**src/bsm_pkg.sv**
```systemverilog
package bsm_pkg;

  // Bank count limits and the power-up configuration.
  localparam int MAX_PRG_BANKS = 64;
  localparam int MAX_CHR_BANKS = 256;
  localparam int MIN_PRG_BANKS = 2;
  localparam int MIN_CHR_BANKS = 8;

  localparam int PRG_COUNT_W = 7;
  localparam int CHR_COUNT_W = 9;
  localparam int PRG_SLOT_W  = $clog2(MAX_PRG_BANKS);
  localparam int CHR_SLOT_W  = 8;

  localparam logic [PRG_COUNT_W-1:0] PRG_COUNT_RESET = 7'd32;
  localparam logic [CHR_COUNT_W-1:0] CHR_COUNT_RESET = 9'd128;

  // Configuration register indexes.
  localparam logic [7:0] CFG_PRG_COUNT = 8'd0;
  localparam logic [7:0] CFG_CHR_COUNT = 8'd1;

  // Commands.
  localparam logic [1:0] CMD_READ  = 2'd0;
  localparam logic [1:0] CMD_WRITE = 2'd1;
  localparam logic [1:0] CMD_TICK  = 2'd2;

  // Result targets.
  localparam logic [1:0] TGT_NONE = 2'd0;
  localparam logic [1:0] TGT_CHR  = 2'd1;
  localparam logic [1:0] TGT_SRAM = 2'd2;
  localparam logic [1:0] TGT_PRG  = 2'd3;

  // 8 KB bus regions below 0x8000 and register groups above it.
  localparam logic [2:0] REGION_CHR  = 3'd0;
  localparam logic [2:0] REGION_SRAM = 3'd3;
  localparam logic [1:0] REG_BANK    = 2'd0;
  localparam logic [1:0] REG_MIRROR  = 2'd1;
  localparam logic [1:0] REG_IRQ     = 2'd2;
  localparam logic [1:0] REG_IRQ_EN  = 2'd3;

  // Scanline counter timing.
  localparam logic [8:0] IRQ_DOT           = 9'd280;
  localparam logic [8:0] LAST_VISIBLE_LINE = 9'd239;
  localparam logic [8:0] PRERENDER_LINE    = 9'd261;

  localparam int QUEUE_DEPTH = 2;
  localparam int QPTR_W      = $clog2(QUEUE_DEPTH);

  typedef enum logic [3:0] {
    OP_NONE,
    OP_CHR,
    OP_SRAM,
    OP_PRG_READ,
    OP_BANK_SELECT,
    OP_BANK_DATA,
    OP_MIRROR,
    OP_IRQ_RELOAD,
    OP_IRQ_CLEAR,
    OP_IRQ_DISABLE,
    OP_IRQ_ENABLE,
    OP_TICK
  } op_e;

  typedef struct packed {
    op_e         op;
    logic [15:0] addr;
    logic [7:0]  value;
    logic        write;
  } item_t;

  typedef struct packed {
    logic                   start;
    logic [7:0]             value;
    logic [CHR_COUNT_W-1:0] modulus;
  } wrap_req_t;

  typedef struct packed {
    logic                   valid;
    logic [7:0]             index;
    logic [CHR_COUNT_W-1:0] data;
  } cfg_wr_t;

  function automatic logic [PRG_COUNT_W-1:0] prg_clamp(input logic [PRG_COUNT_W-1:0] c);
    logic [PRG_COUNT_W-1:0] r;
    r = c;
    if (c < PRG_COUNT_W'(MIN_PRG_BANKS)) r = PRG_COUNT_W'(MIN_PRG_BANKS);
    if (c > PRG_COUNT_W'(MAX_PRG_BANKS)) r = PRG_COUNT_W'(MAX_PRG_BANKS);
    return r;
  endfunction

  function automatic logic [CHR_COUNT_W-1:0] chr_clamp(input logic [CHR_COUNT_W-1:0] c);
    logic [CHR_COUNT_W-1:0] r;
    r = c;
    if (c < CHR_COUNT_W'(MIN_CHR_BANKS)) r = CHR_COUNT_W'(MIN_CHR_BANKS);
    if (c > CHR_COUNT_W'(MAX_CHR_BANKS)) r = CHR_COUNT_W'(MAX_CHR_BANKS);
    return r;
  endfunction

endpackage

```
**src/bank_switch_mapper_with_scanline_irq_core.sv**
```systemverilog
// Channel   Direction  Handshake               Payload
// input     in         in_valid_i / in_stall_o  command, bus address, write value, PPU state
// output    out        out_valid_o / out_stall_i  target, memory address, write, irq, mirror
// config    in         cfg_valid_i / cfg_ready_o  register index, write data
//
// Reads, writes and ticks are taken one per cycle while the queue has room and are
// answered from a registered output. A bank select or bank data write runs ten slot
// banks one at a time through a shared remainder unit that retires one bit a cycle.
// Reset is asynchronous and leaves the power-up bank layout; there is no clearing pass.
// A two-entry queue keeps taking transactions while the output register is stalled.
module bank_switch_mapper_with_scanline_irq_core (
  input  logic        clk_i,
  input  logic        rst_ni,
  input  logic        in_valid_i,
  output logic        in_stall_o,
  input  logic [1:0]  command_i,
  input  logic [15:0] bus_address_i,
  input  logic [7:0]  write_value_i,
  input  logic [8:0]  ppu_dot_i,
  input  logic [8:0]  ppu_scanline_i,
  input  logic        show_background_i,
  input  logic        show_sprites_i,
  output logic        out_valid_o,
  input  logic        out_stall_i,
  output logic [1:0]  target_o,
  output logic [18:0] mem_address_o,
  output logic        mem_write_o,
  output logic        irq_pulse_o,
  output logic        mirror_horizontal_o,
  input  logic        cfg_valid_i,
  output logic        cfg_ready_o,
  input  logic [7:0]  cfg_index_i,
  input  logic [8:0]  cfg_data_i
);
  import bsm_pkg::*;

  logic      q_full;
  logic      q_push;
  item_t     q_push_item;
  logic      q_pop;
  logic      q_empty;
  item_t     q_head;
  wrap_req_t wrap_req;
  logic      wrap_done;
  logic [7:0] wrap_result;
  cfg_wr_t   cfg_wr;

  // Configuration must only be written while the mapper is idle; the block does not enforce it.
  assign cfg_ready_o  = 1'b1;
  assign cfg_wr.valid = cfg_valid_i && cfg_ready_o;
  assign cfg_wr.index = cfg_index_i;
  assign cfg_wr.data  = cfg_data_i;

  bsm_front u_front (
    .in_valid_i        (in_valid_i),
    .in_stall_o        (in_stall_o),
    .command_i         (command_i),
    .bus_address_i     (bus_address_i),
    .write_value_i     (write_value_i),
    .ppu_dot_i         (ppu_dot_i),
    .ppu_scanline_i    (ppu_scanline_i),
    .show_background_i (show_background_i),
    .show_sprites_i    (show_sprites_i),
    .q_full_i          (q_full),
    .q_push_o          (q_push),
    .q_item_o          (q_push_item)
  );

  bsm_queue u_queue (
    .clk_i       (clk_i),
    .rst_ni      (rst_ni),
    .push_i      (q_push),
    .push_item_i (q_push_item),
    .full_o      (q_full),
    .pop_i       (q_pop),
    .empty_o     (q_empty),
    .head_o      (q_head)
  );

  bsm_wrap u_wrap (
    .clk_i    (clk_i),
    .rst_ni   (rst_ni),
    .req_i    (wrap_req),
    .done_o   (wrap_done),
    .result_o (wrap_result)
  );

  bsm_back u_back (
    .clk_i               (clk_i),
    .rst_ni              (rst_ni),
    .cfg_i               (cfg_wr),
    .q_empty_i           (q_empty),
    .q_head_i            (q_head),
    .q_pop_o             (q_pop),
    .wrap_req_o          (wrap_req),
    .wrap_done_i         (wrap_done),
    .wrap_result_i       (wrap_result),
    .out_valid_o         (out_valid_o),
    .out_stall_i         (out_stall_i),
    .target_o            (target_o),
    .mem_address_o       (mem_address_o),
    .mem_write_o         (mem_write_o),
    .irq_pulse_o         (irq_pulse_o),
    .mirror_horizontal_o (mirror_horizontal_o)
  );

endmodule

```
**src/bsm_front.sv**
```systemverilog
module bsm_front (
  input  logic              in_valid_i,
  output logic              in_stall_o,
  input  logic [1:0]        command_i,
  input  logic [15:0]       bus_address_i,
  input  logic [7:0]        write_value_i,
  input  logic [8:0]        ppu_dot_i,
  input  logic [8:0]        ppu_scanline_i,
  input  logic              show_background_i,
  input  logic              show_sprites_i,
  input  logic              q_full_i,
  output logic              q_push_o,
  output bsm_pkg::item_t    q_item_o
);
  import bsm_pkg::*;

  logic [2:0] region;
  logic       odd;
  logic       counted_line;
  logic       clocks_counter;

  assign region = bus_address_i[15:13];
  assign odd    = bus_address_i[0];

  // Lines 240 through 260 are the vertical blank, where the counter rests.
  assign counted_line   = !(ppu_scanline_i > LAST_VISIBLE_LINE &&
                            ppu_scanline_i < PRERENDER_LINE);
  assign clocks_counter = (ppu_dot_i == IRQ_DOT) && counted_line &&
                          (show_background_i || show_sprites_i);

  assign in_stall_o = q_full_i;
  assign q_push_o   = in_valid_i && !q_full_i;

  always_comb begin
    q_item_o.op    = OP_NONE;
    q_item_o.addr  = bus_address_i;
    q_item_o.value = write_value_i;
    q_item_o.write = (command_i == CMD_WRITE);
    case (command_i)
      CMD_READ, CMD_WRITE: begin
        if (region == REGION_CHR) begin
          q_item_o.op = OP_CHR;
        end else if (region == REGION_SRAM) begin
          q_item_o.op = OP_SRAM;
        end else if (bus_address_i[15]) begin
          if (command_i == CMD_READ) begin
            q_item_o.op = OP_PRG_READ;
          end else begin
            case (bus_address_i[14:13])
              REG_BANK:   q_item_o.op = odd ? OP_BANK_DATA : OP_BANK_SELECT;
              REG_MIRROR: q_item_o.op = odd ? OP_NONE : OP_MIRROR;
              REG_IRQ:    q_item_o.op = odd ? OP_IRQ_CLEAR : OP_IRQ_RELOAD;
              REG_IRQ_EN: q_item_o.op = odd ? OP_IRQ_ENABLE : OP_IRQ_DISABLE;
              default:    q_item_o.op = OP_NONE;
            endcase
          end
        end
      end
      CMD_TICK: begin
        if (clocks_counter) q_item_o.op = OP_TICK;
      end
      default: q_item_o.op = OP_NONE;
    endcase
  end

endmodule

```
**src/bsm_queue.sv**
```systemverilog
module bsm_queue (
  input  logic           clk_i,
  input  logic           rst_ni,
  input  logic           push_i,
  input  bsm_pkg::item_t push_item_i,
  output logic           full_o,
  input  logic           pop_i,
  output logic           empty_o,
  output bsm_pkg::item_t head_o
);
  import bsm_pkg::*;

  item_t             entries_q [QUEUE_DEPTH];
  logic [QPTR_W-1:0] wr_ptr_q;
  logic [QPTR_W-1:0] rd_ptr_q;
  logic [QPTR_W:0]   count_q;
  logic [QPTR_W:0]   count_d;

  assign full_o  = (count_q == (QPTR_W + 1)'(QUEUE_DEPTH));
  assign empty_o = (count_q == '0);
  assign head_o  = entries_q[rd_ptr_q];

  always_comb begin
    count_d = count_q;
    if (push_i && !pop_i) count_d = count_q + 1'b1;
    if (pop_i && !push_i) count_d = count_q - 1'b1;
  end

  always_ff @(posedge clk_i or negedge rst_ni) begin
    if (!rst_ni) begin
      wr_ptr_q <= '0;
      rd_ptr_q <= '0;
      count_q  <= '0;
    end else begin
      if (push_i) wr_ptr_q <= wr_ptr_q + 1'b1;
      if (pop_i) rd_ptr_q <= rd_ptr_q + 1'b1;
      count_q <= count_d;
    end
  end

  always_ff @(posedge clk_i) begin
    if (push_i) entries_q[wr_ptr_q] <= push_item_i;
  end

endmodule

```
**src/bsm_wrap.sv**
```systemverilog
module bsm_wrap (
  input  logic               clk_i,
  input  logic               rst_ni,
  input  bsm_pkg::wrap_req_t req_i,
  output logic               done_o,
  output logic [7:0]         result_o
);
  import bsm_pkg::*;

  // Floor remainder of a signed byte by a bank count, one quotient bit per
  // cycle on the magnitude, with the sign folded in at the end.
  logic                   busy_q;
  logic                   done_q;
  logic [2:0]             step_q;
  logic [7:0]             mag_q;
  logic [7:0]             rem_q;
  logic                   neg_q;
  logic [CHR_COUNT_W-1:0] mod_q;
  logic [8:0]             trial;
  logic [7:0]             rem_d;
  logic [CHR_COUNT_W-1:0] wrapped;

  assign trial = {rem_q, mag_q[7]};

  always_comb begin
    if (trial >= mod_q) begin
      rem_d = 8'(trial - mod_q);
    end else begin
      rem_d = trial[7:0];
    end
  end

  assign wrapped  = mod_q - {1'b0, rem_q};
  assign result_o = (neg_q && rem_q != '0) ? wrapped[7:0] : rem_q;
  assign done_o   = done_q;

  always_ff @(posedge clk_i or negedge rst_ni) begin
    if (!rst_ni) begin
      busy_q <= 1'b0;
      done_q <= 1'b0;
      step_q <= '0;
    end else begin
      done_q <= 1'b0;
      if (req_i.start) begin
        busy_q <= 1'b1;
        step_q <= '0;
      end else if (busy_q) begin
        step_q <= step_q + 1'b1;
        if (step_q == 3'd7) begin
          busy_q <= 1'b0;
          done_q <= 1'b1;
        end
      end
    end
  end

  always_ff @(posedge clk_i) begin
    if (req_i.start) begin
      mag_q <= req_i.value[7] ? (~req_i.value + 8'd1) : req_i.value;
      neg_q <= req_i.value[7];
      mod_q <= req_i.modulus;
      rem_q <= '0;
    end else if (busy_q) begin
      mag_q <= {mag_q[6:0], 1'b0};
      rem_q <= rem_d;
    end
  end

endmodule

```
**src/bsm_back.sv**
```systemverilog
module bsm_back (
  input  logic               clk_i,
  input  logic               rst_ni,
  input  bsm_pkg::cfg_wr_t   cfg_i,
  input  logic               q_empty_i,
  input  bsm_pkg::item_t     q_head_i,
  output logic               q_pop_o,
  output bsm_pkg::wrap_req_t wrap_req_o,
  input  logic               wrap_done_i,
  input  logic [7:0]         wrap_result_i,
  output logic               out_valid_o,
  input  logic               out_stall_i,
  output logic [1:0]         target_o,
  output logic [18:0]        mem_address_o,
  output logic               mem_write_o,
  output logic               irq_pulse_o,
  output logic               mirror_horizontal_o
);
  import bsm_pkg::*;

  localparam int NUM_WRAP_OPS = 10;
  localparam int OP_IDX_W     = $clog2(NUM_WRAP_OPS);

  typedef enum logic [4:0] {
    ST_IDLE   = 5'b00001,
    ST_START  = 5'b00010,
    ST_WAIT   = 5'b00100,
    ST_COMMIT = 5'b01000,
    ST_DONE   = 5'b10000
  } state_e;

  state_e                 state_q;
  state_e                 state_d;
  logic [PRG_COUNT_W-1:0] prg_count_q;
  logic [CHR_COUNT_W-1:0] chr_count_q;
  logic [PRG_COUNT_W-1:0] prg_eff;
  logic [PRG_COUNT_W-1:0] prg_cfg_eff;
  logic [7:0]             bank_values_q [8];
  logic [2:0]             bank_select_q;
  logic                   prg_swap_q;
  logic                   chr_invert_q;
  logic [PRG_SLOT_W-1:0]  prg_slot_q [4];
  logic [CHR_SLOT_W-1:0]  chr_slot_q [8];
  logic [7:0]             irq_count_q;
  logic [7:0]             irq_reload_q;
  logic                   irq_enabled_q;
  logic                   mirror_q;
  logic [OP_IDX_W-1:0]    op_idx_q;
  logic [7:0]             res_q [NUM_WRAP_OPS];

  logic                   out_free;
  logic                   head_bank;
  logic                   exec;
  logic                   emit_direct;
  logic                   emit_done;
  logic                   cfg_prg_wr;
  logic                   cfg_chr_wr;

  logic [1:0]             res_target;
  logic [18:0]            res_address;
  logic                   res_write;
  logic                   res_pulse;
  logic                   res_mirror;

  logic                   out_valid_q;
  logic [1:0]             target_q;
  logic [18:0]            mem_address_q;
  logic                   mem_write_q;
  logic                   irq_pulse_q;
  logic                   mirror_out_q;

  assign out_free    = !out_valid_q || !out_stall_i;
  assign head_bank   = (q_head_i.op == OP_BANK_SELECT) || (q_head_i.op == OP_BANK_DATA);
  assign q_pop_o     = (state_q == ST_IDLE) && !q_empty_i && (head_bank || out_free);
  assign exec        = q_pop_o;
  assign emit_direct = exec && !head_bank;
  assign emit_done   = (state_q == ST_DONE) && out_free;
  assign cfg_prg_wr  = cfg_i.valid && (cfg_i.index == CFG_PRG_COUNT);
  assign cfg_chr_wr  = cfg_i.valid && (cfg_i.index == CFG_CHR_COUNT);
  assign prg_eff     = prg_clamp(prg_count_q);
  assign prg_cfg_eff = prg_clamp(cfg_i.data[PRG_COUNT_W-1:0]);

  // Sequencer: a bank register write runs every slot bank through the
  // shared remainder unit before its transaction is answered.
  always_comb begin
    state_d = state_q;
    case (state_q)
      ST_IDLE:   if (exec && head_bank) state_d = ST_START;
      ST_START:  state_d = ST_WAIT;
      ST_WAIT: begin
        if (wrap_done_i) begin
          state_d = (op_idx_q == OP_IDX_W'(NUM_WRAP_OPS - 1)) ? ST_COMMIT : ST_START;
        end
      end
      ST_COMMIT: state_d = ST_DONE;
      ST_DONE:   if (out_free) state_d = ST_IDLE;
      default:   state_d = ST_IDLE;
    endcase
  end

  // Operands 0 and 1 are the two switchable program banks, 2 to 5 the
  // halves of the 2 KB character pairs, 6 to 9 the 1 KB character banks.
  always_comb begin
    wrap_req_o.start   = (state_q == ST_START);
    wrap_req_o.value   = '0;
    wrap_req_o.modulus = chr_clamp(chr_count_q);
    case (op_idx_q)
      4'd0: begin
        wrap_req_o.value   = bank_values_q[6];
        wrap_req_o.modulus = CHR_COUNT_W'(prg_eff);
      end
      4'd1: begin
        wrap_req_o.value   = bank_values_q[7];
        wrap_req_o.modulus = CHR_COUNT_W'(prg_eff);
      end
      4'd2:    wrap_req_o.value = bank_values_q[0] & 8'hfe;
      4'd3:    wrap_req_o.value = bank_values_q[0] | 8'h01;
      4'd4:    wrap_req_o.value = bank_values_q[1] & 8'hfe;
      4'd5:    wrap_req_o.value = bank_values_q[1] | 8'h01;
      4'd6:    wrap_req_o.value = bank_values_q[2];
      4'd7:    wrap_req_o.value = bank_values_q[3];
      4'd8:    wrap_req_o.value = bank_values_q[4];
      4'd9:    wrap_req_o.value = bank_values_q[5];
      default: wrap_req_o.value = '0;
    endcase
  end

  always_comb begin
    res_target  = TGT_NONE;
    res_address = '0;
    res_write   = 1'b0;
    res_pulse   = 1'b0;
    res_mirror  = mirror_q;
    case (q_head_i.op)
      OP_CHR: begin
        res_target  = TGT_CHR;
        res_address = 19'({chr_slot_q[q_head_i.addr[12:10]], q_head_i.addr[9:0]});
        res_write   = q_head_i.write;
      end
      OP_SRAM: begin
        res_target  = TGT_SRAM;
        res_address = 19'(q_head_i.addr[12:0]);
        res_write   = q_head_i.write;
      end
      OP_PRG_READ: begin
        res_target  = TGT_PRG;
        res_address = {prg_slot_q[q_head_i.addr[14:13]], q_head_i.addr[12:0]};
      end
      OP_MIRROR: res_mirror = q_head_i.value[0];
      OP_TICK:   res_pulse  = (irq_count_q == 8'd1) && irq_enabled_q;
      default:   res_target = TGT_NONE;
    endcase
  end

  always_ff @(posedge clk_i or negedge rst_ni) begin
    if (!rst_ni) begin
      state_q  <= ST_IDLE;
      op_idx_q <= '0;
    end else begin
      state_q <= state_d;
      if (exec && head_bank) begin
        op_idx_q <= '0;
      end else if (state_q == ST_WAIT && wrap_done_i) begin
        op_idx_q <= op_idx_q + 1'b1;
      end
    end
  end

  always_ff @(posedge clk_i) begin
    if (state_q == ST_WAIT && wrap_done_i) res_q[op_idx_q] <= wrap_result_i;
  end

  always_ff @(posedge clk_i or negedge rst_ni) begin
    if (!rst_ni) begin
      prg_count_q <= PRG_COUNT_RESET;
      chr_count_q <= CHR_COUNT_RESET;
    end else begin
      if (cfg_prg_wr) prg_count_q <= cfg_i.data[PRG_COUNT_W-1:0];
      if (cfg_chr_wr) chr_count_q <= cfg_i.data;
    end
  end

  always_ff @(posedge clk_i or negedge rst_ni) begin
    if (!rst_ni) begin
      for (int i = 0; i < 8; i++) bank_values_q[i] <= '0;
      bank_select_q <= '0;
      prg_swap_q    <= 1'b0;
      chr_invert_q  <= 1'b0;
      irq_count_q   <= '0;
      irq_reload_q  <= '0;
      irq_enabled_q <= 1'b0;
      mirror_q      <= 1'b0;
    end else if (exec) begin
      case (q_head_i.op)
        OP_BANK_SELECT: begin
          bank_select_q <= q_head_i.value[2:0];
          prg_swap_q    <= q_head_i.value[6];
          chr_invert_q  <= q_head_i.value[7];
        end
        OP_BANK_DATA:   bank_values_q[bank_select_q] <= q_head_i.value;
        OP_MIRROR:      mirror_q <= q_head_i.value[0];
        OP_IRQ_RELOAD:  irq_reload_q <= q_head_i.value;
        OP_IRQ_CLEAR:   irq_count_q <= '0;
        OP_IRQ_DISABLE: irq_enabled_q <= 1'b0;
        OP_IRQ_ENABLE:  irq_enabled_q <= 1'b1;
        OP_TICK: begin
          if (irq_count_q == '0) begin
            irq_count_q <= irq_reload_q;
          end else begin
            irq_count_q <= irq_count_q - 8'd1;
          end
        end
        default: irq_count_q <= irq_count_q;
      endcase
    end
  end

  // A program count write sets the program slots at once to banks 0 and 1 and the last two banks of the new count.
  always_ff @(posedge clk_i or negedge rst_ni) begin
    if (!rst_ni) begin
      prg_slot_q[0] <= '0;
      prg_slot_q[1] <= PRG_SLOT_W'(1);
      prg_slot_q[2] <= PRG_SLOT_W'(PRG_COUNT_RESET - 7'd2);
      prg_slot_q[3] <= PRG_SLOT_W'(PRG_COUNT_RESET - 7'd1);
      for (int i = 0; i < 8; i++) chr_slot_q[i] <= '0;
    end else if (cfg_prg_wr) begin
      prg_slot_q[0] <= '0;
      prg_slot_q[1] <= PRG_SLOT_W'(1);
      prg_slot_q[2] <= PRG_SLOT_W'(prg_cfg_eff - 7'd2);
      prg_slot_q[3] <= PRG_SLOT_W'(prg_cfg_eff - 7'd1);
    end else if (state_q == ST_COMMIT) begin
      prg_slot_q[0] <= prg_swap_q ? PRG_SLOT_W'(prg_eff - 7'd2) : res_q[0][PRG_SLOT_W-1:0];
      prg_slot_q[1] <= res_q[1][PRG_SLOT_W-1:0];
      prg_slot_q[2] <= prg_swap_q ? res_q[0][PRG_SLOT_W-1:0] : PRG_SLOT_W'(prg_eff - 7'd2);
      prg_slot_q[3] <= PRG_SLOT_W'(prg_eff - 7'd1);
      for (int i = 0; i < 4; i++) begin
        chr_slot_q[i]     <= chr_invert_q ? res_q[6 + i] : res_q[2 + i];
        chr_slot_q[4 + i] <= chr_invert_q ? res_q[2 + i] : res_q[6 + i];
      end
    end
  end

  always_ff @(posedge clk_i or negedge rst_ni) begin
    if (!rst_ni) begin
      out_valid_q <= 1'b0;
    end else if (emit_direct || emit_done) begin
      out_valid_q <= 1'b1;
    end else if (!out_stall_i) begin
      out_valid_q <= 1'b0;
    end
  end

  always_ff @(posedge clk_i) begin
    if (emit_direct) begin
      target_q      <= res_target;
      mem_address_q <= res_address;
      mem_write_q   <= res_write;
      irq_pulse_q   <= res_pulse;
      mirror_out_q  <= res_mirror;
    end else if (emit_done) begin
      target_q      <= TGT_NONE;
      mem_address_q <= '0;
      mem_write_q   <= 1'b0;
      irq_pulse_q   <= 1'b0;
      mirror_out_q  <= mirror_q;
    end
  end

  assign out_valid_o         = out_valid_q;
  assign target_o            = target_q;
  assign mem_address_o       = mem_address_q;
  assign mem_write_o         = mem_write_q;
  assign irq_pulse_o         = irq_pulse_q;
  assign mirror_horizontal_o = mirror_out_q;

endmodule

```
**config.mk**
```make
export PLATFORM = sky130hd
export DESIGN_NAME = bank_switch_mapper_with_scanline_irq_core
export DESIGN_NICKNAME = d
export VERILOG_FILES = /design/src/bsm_pkg.sv /design/src/bank_switch_mapper_with_scanline_irq_core.sv /design/src/bsm_front.sv /design/src/bsm_queue.sv /design/src/bsm_wrap.sv /design/src/bsm_back.sv
export SDC_FILE = /design/constraint.sdc
export NUM_CORES = 1
export LEC_CHECK = 0
export BUFFER_PORTS_ARGS = -buffer_cell sky130_fd_sc_hd__buf_2
export CAP_MARGIN = 0
export CORE_ASPECT_RATIO = 0.8
export CORE_MARGIN = 2
export CORE_UTILIZATION = 30
export CTS_CLUSTER_SIZE = 14
export DETAILED_ROUTE_END_ITERATION = 10
export PLACE_DENSITY = 0.46
export SYNTH_ARGS = -nofsm -noshare
export SYNTH_HDL_FRONTEND = slang
export SYNTH_SLANG_ARGS = --single-unit
```
**constraint.sdc**
```tcl
create_clock -name clk_i -period 3.6 [get_ports clk_i]
set_input_delay 0 -clock clk_i [delete_from_list [all_inputs] [get_ports clk_i]]
set_output_delay 0 -clock clk_i [all_outputs]
set_load 0.03 [all_outputs]
```
### Yosys cells after proc, flatten, opt, wreduce, memory -nomap -nowiden

Memories as Yosys holds them, arrays and structs flattened.
Cells that the tools add are included.
W data, S select, Z words.

* input port bits: 68
* flip-flop bits (word level): 260
* RAM bits: 138
* memories: 2

* reductions and logical operators: 56
* bitwise gates (word level): 5
* order comparisons: 13
* multiplexer cells: 85
* add/sub/neg operators: 14
* equal/unequal tests: 40

Memory list
* u_back.res_q: words 10, width 8, rd ports 10, clocked after memory_dff 0, write ports 1, line bsm_back.sv:49 `logic [7:0] res_q [NUM_WRAP_OPS];`
* u_queue.entries_q: words 2, width 29, rd ports 1, clocked after memory_dff 0, write ports 1, line bsm_queue.sv:13 `item_t entries_q [QUEUE_DEPTH];`

Operators with widths (number)
* $mux W8: 17
* $pmux W8 S10: 1
* $bwmux W64: 1
* $pmux W19 S3: 1
* $mux W24: 2
* $mux W19: 2
* $mux W4: 9
* $mux W6: 6
* $eq A4 B3 Y1 const B: 8
* $pmux W5 S5: 1
* $bmux W8 S3: 1
* $demux W8 S3: 1
* $eq A4 B4 Y1 const B: 6
* $mux W1: 21
* $mux W7: 3
* $mux W9: 2
* $logic_and A1 B1 Y1: 17
* $eq A4 B2 Y1 const B: 4
* $eq A8 B1 Y1 const B: 2
* $logic_not A8 Y1: 2
* $pmux W4 S4: 1
* $pmux W8 S2: 1
* $sub A8 B8 Y8: 2
* $mux W5: 3
* other kinds (53): 99

### Depth between registers and ports, before layout

Gate-level depths: netlist of the first run.
An unclocked memory read counts as a cell.

* depth in word-level cells: 9
* mapped depth: 11
* depth with buffers taken out: 10

### Modules after synthesis

From an unflattened synthesis of the first run, not the netlist that was laid out.

* cells, all modules: 1545
* area, all modules: 18734.2 um^2

Modules (own cells, without submodules)
* bsm_back: area an instance 13925.9 um^2, cells an instance 1159, instances 1, sequential area each 7998.9 um^2
* bsm_queue: area an instance 2288.4 um^2, cells an instance 106, instances 1, sequential area each 1841.8 um^2
* bsm_wrap: area an instance 2143.3 um^2, cells an instance 224, instances 1, sequential area each 825.8 um^2
* bsm_front: area an instance 365.4 um^2, cells an instance 54, instances 1, sequential area each 0.0 um^2
* bank_switch_mapper_with_scanline_irq_core: area an instance 11.3 um^2, cells an instance 2, instances 1, sequential area each 0.0 um^2

### Worst setup path after synthesis of the first run

No wires, ideal clock.

* path type: register to register
* start: register u_back.state_q[2]
* end: register u_back.irq_pulse_q, in the netlist u_back.irq_pulse_o, enable pin
* required time: 3.162 ns
* arrival time: 2.495 ns
* cell stages (with the launch flop): 5
* setup time: 0.438 ns
* path slack: 0.667 ns
* path through: dfrtp_1 clkbuf_1 nor2_1 nand3_1 o21ai_0

* word-level cells in the longest chain between the ends: 5
* elaborated cells on any way between the ends: 7
* those cells by class: eq/ne: 2; reduce/logical: 5

Ends and longest elaborated chain
* from (decl): line bsm_back.sv:32 `state_e state_q;`
* from (signal assigned): line bsm_back.sv:160 `state_q <= state_d;`
* $eq A5 B1 Y1: line bsm_back.sv:74 `assign q_pop_o = (state_q == ST_IDLE) && !q_empty_i && (head_bank || out_free);`
* $logic_and A1 B1 Y1 (2 in series): line bsm_back.sv:74
* $logic_and A1 B1 Y1: line bsm_back.sv:76 `assign emit_direct = exec && !head_bank;`
* $reduce_bool A2 Y1 (no source line) *
* to (signal assigned): line bsm_back.sv:258 `irq_pulse_q <= res_pulse;`
* to (decl): line bsm_back.sv:69 `logic irq_pulse_q;`

Every way passes the cells marked *; elsewhere a longest branch is shown, timed or not.
A chain may end at the register's enable or synchronous reset.

### Final worst setup path of the first run

* start: register u_back.op_idx_q[0]
* end: register u_wrap.mag_q[5] (data pin)

* word-level cells in the longest chain between the ends: 6
* elaborated cells on any way between the ends: 15
* those cells by class: add/sub: 1; eq/ne: 9; mux: 3; bitwise: 1; reduce/logical: 1

Ends and longest elaborated chain
* from (decl): line bsm_back.sv:48 `logic [OP_IDX_W-1:0] op_idx_q;`
* from (signal assigned): line bsm_back.sv:164 `op_idx_q <= op_idx_q + 1'b1;`
* $eq A4 B4 Y1, or another cell as far along: line bsm_back.sv:107 `case (op_idx_q)`
* $pmux W8 S10 *: line bsm_back.sv:107
* $not A8 Y8: line bsm_wrap.sv:59 `mag_q <= req_i.value[7] ? (~req_i.value + 8'd1) : req_i.value;`
* $add A8 B1 Y8: line bsm_wrap.sv:59
* $mux W8 *: line bsm_wrap.sv:59
* $mux W8 *: line bsm_wrap.sv:58 `if (req_i.start) begin`
* to (signal assigned): line bsm_wrap.sv:59
* to (signal assigned): line bsm_wrap.sv:64 `mag_q <= {mag_q[6:0], 1'b0};`
* to (decl): line bsm_wrap.sv:15 `logic [7:0] mag_q;`

Marks and branches as above.

==> key figures, run 1 <==
Synthesis
  – #FFs+latches synth: 390
  – Part of the Yosys area used for sequential elements: 58.8%
  – Asr flop ratio synth: 53.3%
  – Syn Inst Count: 1568
  – Avg Cell Area, Syn: 11.5 um^2
  – Ys flop type: dfrtp_1
  – Cell taking the most area after synthesis: edfxtp_1
  – Syn nets: 1668
  – Synth top area share: 29.0%
  – EDFF count, synth: 174
  – Leading cell types by count after synthesis: nand2_1 (211), dfrtp_1 (195), edfxtp_1 (174), o21ai_0 (172), nor2_1 (116)
  – Netlist cell types: 80
  – Synth area leaders: edfxtp_1 (29%), dfrtp_1 (27%), mux2i_1 (6.4%), o21ai_0 (4.8%), nand2_1 (4.4%)
  – Post-Synthesis Cell Area: 18000 um^2
  – Top-count cell post-synth: nand2_1
  – Yosys warnings: 0

Routing
  – Routed vias/inst: 4.88
  – Routed wire length per instance: 18.2 um
  – Via Count: 12344
  – # DRC: 0
  – DRT Pass-1 Iters: 4
  – Drt total wl: 46100 um
  – Detail Route Antenna Nets: 0
  – 1st-iter DRT viols: 748

Place
  – GPL Wtd Cong: 0.825
  – Detail Placement HPWL: 31300 um
  – Port bufs: 93

Global route
  – Global route overflow: 0
  – Initial antenna violation count: 0
  – GR peak layer: met2
  – GR Util met3: 2.25%
  – GR Util met1: 21.6%
  – Largest net degree at the start of global routing: 129
  – GRT Overall Usage: 15.1%
  – First-pass GRT wire length: 73100 um
  – Vias in the first global route: 12215
  – M2 GR Usage: 23.7%

STA
  – Setup Skew: 0.0139 ns
  – Setup TNS: 0 ns
  – Worst slew margin: 25.6%
  – Final Max Tran Viols: 0
  – Max Fclk: 334 MHz
  – Hold Vio Cnt, Final: 0
  – Tightest Pin Transition: 1.12 ns
  – Setup Viol. Count Final: 0
  – Period utilization: 83.1%
  – Minimum clock period: 2.99 ns
  – Unrepaired setup endpoints after global routing: false

Clock network
  – Clk_lat worst skew: 0.58 ns
  – TritonCTS clock tree: yes
  – H-tree depth: 2
  – Num CTS Buffers: 44
  – Number of setup buffers added after CTS: 0
  – Clock sinks: 390
  – Worst-path clk slew: 0.06 ns
  – Root Buffer: clkbuf_16
  – Clock buffer depth: 3

Critical path
  – CP Data Required Time: 3.91 ns
  – Worst Path Arrival: 3.30 ns
  – Worst Path Max Fanout: 13
  – Critical-path top delay cell: a2111oi_2
  – Crit-path cells: inv_1 > ha_1 > or2_1 > and3_1 > a2111oi_2 > nand3_1 > a221oi_1 > o211ai_1
  – CP Class: reg -> reg
  – Crit path max-delay family: compound AO/OA/AOI/OAI gates
  – Critical path's largest stage delay: 0.59 ns
  – Worst path bufs/invs: 1
  – Critical Path Start Type: register
  – Crit. End Element: register

Final layout
  – Syn-to-layout area delta: 18.8%
  – Share of cells above drive strength 1: 15.8%
  – Nets: 1815
  – N_diodes: 0
  – Fin util: 36.0%
  – Final-layout fill cell count: 5823

Flow run
  – Max-cap violations: 0

Outcome
  – Outcome: finished, final reports clean

Die
  – Io pins: 95
  – Die Width: 278 um
  – Starting density of the core: 30.3%
  – CORE AREA: 59600 um^2
  – Die Y: 223 um
  – Die footprint: 62100 um^2
  – # rows: 80

Power
  – Peak supply drop: 0.344 mV
  – Cell Pwr Density: 715 nW/um^2
  – Leakage power total: 8.64 nW

Worst hold path
  – Worst min path class: in -> reg
## tightest hold or removal path: stages
cell and delay (ns):
buf_2 0.12, o21ai_0 0.08, a32oi_1 0.05, o21ai_0 0.21
## cell type report
cell class,count,area (um^2),area share (%)
clock inverters,13,176,0.823
clock buffers,68,1300,6.08
flip-flops and latches,390,10600,49.5
repair buffers,176,1220,5.68
inverters,45,169,0.788
well taps,779,975,4.55
multi-input cells,1058,6980,32.6
## metrics by stage
step	hold slack, ns	power, W	cells	area [um^2]	setup WS (ns)
2_1_floorplan	-0.296	0.00923	1568	18000	0.667
3_3_place_gp	0.120	0.0108	2405	19500	0.715
3_5_place_dp	0.122	0.0108	2405	19500	0.665
4_1_cts	0.00685	0.0155	2529	21400	0.642
5_1_grt	0.0672	0.0162	2529	21400	0.281
6_report	0.0305	0.0153	2529	21400	0.608
## cell usage in the layout, fill, tap and decap left out, types with 9 or more instances in the layout
master / synthesis / final
nand2_1: 211 / 210
dfrtp_1: 195 / 193
edfxtp_1: 174 / 174
o21ai_0: 172 / 171
nor2_1: 116 / 115
mux2i_1: 115 / 112
buf_2: 12 / 92
a21oi_1: 66 / 66
clkbuf_16: 0 / 46
inv_1: 44 / 44
dlygate4sd3_1: 0 / 43
buf_4: 3 / 39
ha_1: 30 / 30
mux4_2: 22 / 22
nor3_1: 18 / 18
o21ai_1: 18 / 18
and3_1: 17 / 17
nand3_1: 17 / 17
mux2_2: 16 / 16
clkbuf_1: 51 / 15
xnor2_1: 14 / 14
o211ai_1: 13 / 13
a211oi_1: 13 / 13
dfstp_2: 13 / 13
nor2b_1: 12 / 12
nand2b_1: 12 / 12
a31oi_1: 12 / 12
xor2_1: 10 / 10
a22oi_1: 10 / 10
nand4_1: 9 / 9
## report_power, final
part	total (W)	switching (W)	internal [W]
logic	0.00433	0.00271	0.00162
registers	0.00639	0.000706	0.00568
clock network	0.00459	0.00181	0.00278
## layer usage
layer	up-vias	routed length, um
met2	166	21000
met5	-	0
met1	6093	22600
met4	0	1030
li1	6020	-
met3	65	1440
## worst paths after layout
kind	from	endpoint	slack, ns	cells past startpoint
hold reg to reg	u_back.irq_reload_q[0]$_DFFE_PN0P_	u_back.irq_reload_q[0]$_DFFE_PN0P_	0.47	2
setup reg to reg	u_back.op_idx_q[0]$_DFFE_PN0P_	u_wrap.mag_q[5]$_DFFE_PP_	0.61	8
setup / recovery	u_back.op_idx_q[0]$_DFFE_PN0P_	u_wrap.mag_q[5]$_DFFE_PP_	0.61	8
max in group asynchronous	rst_ni	u_back.prg_slot_q[12]$_DFFE_PN1P_	2.50	3
hold / removal	command_i[0]	u_queue.entries_q[1][26]$_DFFE_PP_	0.03	4
min in group asynchronous	rst_ni	u_back.chr_slot_q[10]$_DFFE_PN0P_	0.06	2
## state kept, by name, summed over array words and instances (netlist names), 2 cells and up
register	count
u_back.chr_count_q	9
u_back.irq_reload_q	8
u_back.bank_select_q	3
u_back.res_q	76
u_back.prg_count_q	7
u_back.prg_slot_q	24
u_wrap.mod_q	9
u_back.mem_address_o	19
u_queue.entries_q	56
u_back.state_q	5
u_back.irq_count_q	8
u_back.op_idx_q	4
u_back.chr_slot_q	64
u_back.bank_values_q	62
u_wrap.rem_q	8
u_queue.count_q	2
u_wrap.mag_q	8
u_back.target_o	2
u_wrap.step_q	3
## kinds of logic (layout without fill, tap and decap cells)
logic type,count (synthesis),count (layout),synth area share (%)
xor gates and xnor gates,24,24,1.17
other,1,1,0.0208
muxes,154,154,10.2
adders and majority gates,33,33,2.36
AOI/OAI and AO/OA,368,368,12.1
and+or+nand+nor,478,478,12.6
buffers and inverters,120,302,2.77
DFF,390,390,58.8
## timing repair
item / 4_1_cts / 5_1_grt
hold buffers: 43 / 0
gates resized for setup: 0 / 0
hold endpoints to repair: 167 / 0
(Power assumes the default switching activity.)
==> run 2, diff against run 1 <==
==> constraint.sdc (replaced) <==
create_clock -name clk_i -period 2.8 [get_ports clk_i]
set_input_delay 0 -clock clk_i [delete_from_list [all_inputs] [get_ports clk_i]]
set_output_delay 0 -clock clk_i [all_outputs]
set_load 0.03 [all_outputs]
==> run 2 against run 1 <==
  * Non-clock buffer count up 61
  * Sequential share of layout area is 1.2 points lower
  * Die area is the same
  * Sequential power rose by 26%
  * Clock power is 26% higher
  * Total power rose by 29%
  * Clock-buffer cell count down 4
  * Combinational power rose by 36%
  * Routed wire length is 0.70% lower
  * Via count is 1.3% higher
  * Clock skew is 0.0022 ns higher
  * Worst setup slack lost 0.38 ns
  * Critical path type unchanged
  * Critical endpoint is now u_wrap.mag_q[6]$_DFFE_PP_
  * Largest cell class unchanged
==> key figures, run 2 (synthesized netlist as in run 1, its figures left out) <==
Outcome
  – Outcome: finished, final reports clean

STA
  – Setup Skew: 0.0161 ns
  – Tightest Pin Transition: 0.916 ns
  – Hold Slack: 0.0246 ns
  – Setup Viol. Count Final: 0
  – Period utilization: 92.0%
  – Max Fclk: 388 MHz
  – Minimum clock period: 2.58 ns
  – Final Max Tran Viols: 0
  – Worst slew margin: 38.8%
  – Hold Vio Cnt, Final: 0
  – Setup TNS: 0 ns
  – Unrepaired setup endpoints after global routing: true

Die
  – Die Width: 278 um
  – Starting density of the core: 30.3%
  – Io pins: 95
  – # rows: 80
  – Die footprint: 62100 um^2
  – Die Y: 223 um
  – CORE AREA: 59600 um^2

Global route
  – GR Util met1: 21.4%
  – GR Util met3: 2.60%
  – Vias in the first global route: 12606
  – Initial antenna violation count: 0
  – GR peak layer: met2
  – Largest net degree at the start of global routing: 73
  – GRT Overall Usage: 14.9%
  – Global route overflow: 0
  – First-pass GRT wire length: 72800 um
  – M2 GR Usage: 23.1%

Critical path
  – Worst Path Arrival: 2.89 ns
  – Worst Path Max Fanout: 7
  – Critical path endpoint: u_wrap.mag_q[6]$_DFFE_PP_
  – Reg-to-reg endpoint: u_wrap.mag_q[6]$_DFFE_PP_
  – Most frequent CP cell: buf_4
  – Crit. End Element: register
  – Worst path bufs/invs: 3
  – Critical Path Start Type: register
  – Crit path max-delay family: compound AO/OA/AOI/OAI gates
  – R2r setup slk: 0.22 ns
  – Worst path depth: 10
  – CP Data Required Time: 3.11 ns
  – Crit-path cells: buf_4 > ha_1 > buf_4 > a22oi_1 > nand2_1 > a221oi_1 > buf_4 > a41oi_1 > xor2_1 > o21ai_1
  – Critical path's largest stage delay: 0.43 ns
  – Critical Path Source: u_back.op_idx_q[1]$_DFFE_PN0P_
  – Critical-path top delay cell: a221oi_1
  – CP Class: reg -> reg
  – Worst Reg-to-Reg Cells: 10
  – R2R Path Start: u_back.op_idx_q[1]$_DFFE_PN0P_

Clock network
  – Clk_lat worst skew: 0.58 ns
  – Clock sinks: 390
  – Worst-path clk slew: 0.06 ns
  – TritonCTS clock tree: yes
  – H-tree depth: 2
  – Clock buffer depth: 3
  – Num CTS Buffers: 44
  – Root Buffer: clkbuf_16

Final layout
  – Cell Count, Final, Fillers Out: 2590
  – Syn-to-layout area delta: 21.8%
  – N_diodes: 0
  – Share of cells above drive strength 1: 19.0%
  – Final-layout fill cell count: 5826
  – Max reg flops: 76
  – Commonest cells after routing, fill and taps aside: nand2_1 (210), dfrtp_1 (192), edfxtp_1 (174), o21ai_0 (170), nor2_1 (115)
  – Most common cell after layout, fill and taps aside: nand2_1
  – Most flop-heavy register: u_back.res_q
  – Leading registers by flop count: u_back.res_q (76), u_back.chr_slot_q (64), u_back.bank_values_q (62)
  – Nets: 1876

Routing
  – Routed vias/inst: 4.83
  – Drt total wl: 45800 um
  – 1st-iter DRT viols: 658
  – Via Count: 12504
  – DRT Pass-1 Iters: 7
  – # DRC: 0
  – Detail Route Antenna Nets: 0
  – Routed wire length per instance: 17.7 um

Power
  – Peak supply drop: 0.468 mV
  – Cell Pwr Density: 898 nW/um^2
  – Power Total: 0.0197 W
  – Leakage power total: 8.97 nW

Flow run
  – Max-cap violations: 0

Place
  – Detail Placement HPWL: 31500 um
  – Port bufs: 93
  – Cell Count Post-Placement: 2463
  – GPL Wtd Cong: 0.804

Worst hold path
  – HP Start: cfg_index_i[0]
  – Worst min path class: in -> reg
[run 2: changes by cell type in the layout (fill, tap and decap cells not counted), moves of 2 or more]
cell       change
a2111oi_2      -2
a2111oi_4      +2
buf_12         +5
buf_4         +55
bufinv_16      -2
clkbuf_1       -4
clkinv_2       +4
ha_1           -2
ha_2           +2
mux2i_1        +2
mux2i_2        -2
[run 2: metrics by stage]
step / utilization, % / worst slack (ns) / area, um^2
5_1_grt: 36.9 / 0.00795 / 22000
6_report: 36.9 / 0.223 / 22000
2_1_floorplan: - / 0.0993 / 18000
4_1_cts: 36.8 / 0.0863 / 21900
3_3_place_gp: 33.6 / 0.166 / 20000
3_5_place_dp: 33.6 / 0.117 / 20000
[run 2: repair_timing]
action / in CTS / in global routing
gates resized for setup: 0 / 10
hold endpoints to repair: 281 / 0
setup buffers: 0 / 1
hold buffers: 45 / 0
endpoints found under the setup margin: 0 / 11
[run 2: how the worst min path moves through the flow]
stage	endpoint	cells past startpoint
3_3_place_gp	u_back.chr_slot_q[34]$_DFFE_PN0P_	1
5_1_grt	u_back.prg_count_q[3]$_DFFE_PN0N_	5
2_1_floorplan	u_back.bank_select_q[0]$_DFFE_PN0P_	0
3_5_place_dp	u_back.chr_slot_q[34]$_DFFE_PN0P_	1
6_report	u_back.prg_slot_q[8]$_DFFE_PN1P_	4
4_1_cts	u_back.prg_slot_q[8]$_DFFE_PN1P_	4
[run 2: worst reg2reg max path, cell delays in order, from the launching register on]
cell and delay [ns]:
dfrtp_1 0.41, buf_4 0.15, ha_1 0.23, buf_4 0.19
a22oi_1 0.23, nand2_1 0.10, a221oi_1 0.43, buf_4 0.21
a41oi_1 0.12, xor2_1 0.19, o21ai_1 0.07
[run 2: cell type report]
type | instances | area, um^2 | area share [%]
tap | 779 | 975 | 4.44
inverter | 45 | 169 | 0.769
sequential | 390 | 10600 | 48.3
clock inverter | 17 | 171 | 0.781
multi-input combinational | 1058 | 7020 | 31.9
timing repair buffer | 237 | 1740 | 7.93
clock buffer | 64 | 1280 | 5.82
[run 2: power breakdown]
part | switching [W] | internal [W]
Combinational | 0.00358 | 0.00231
Clock | 0.00241 | 0.00337
Sequential | 0.000743 | 0.00730
Total | 0.00674 | 0.0130
[run 2: routing by layer]
layer | vias up | part of all wire [%]
met5 | - | 0
met4 | 0 | 2.1
met3 | 59 | 3.3
met2 | 154 | 45
met1 | 6137 | 50
li1 | 6154 | -
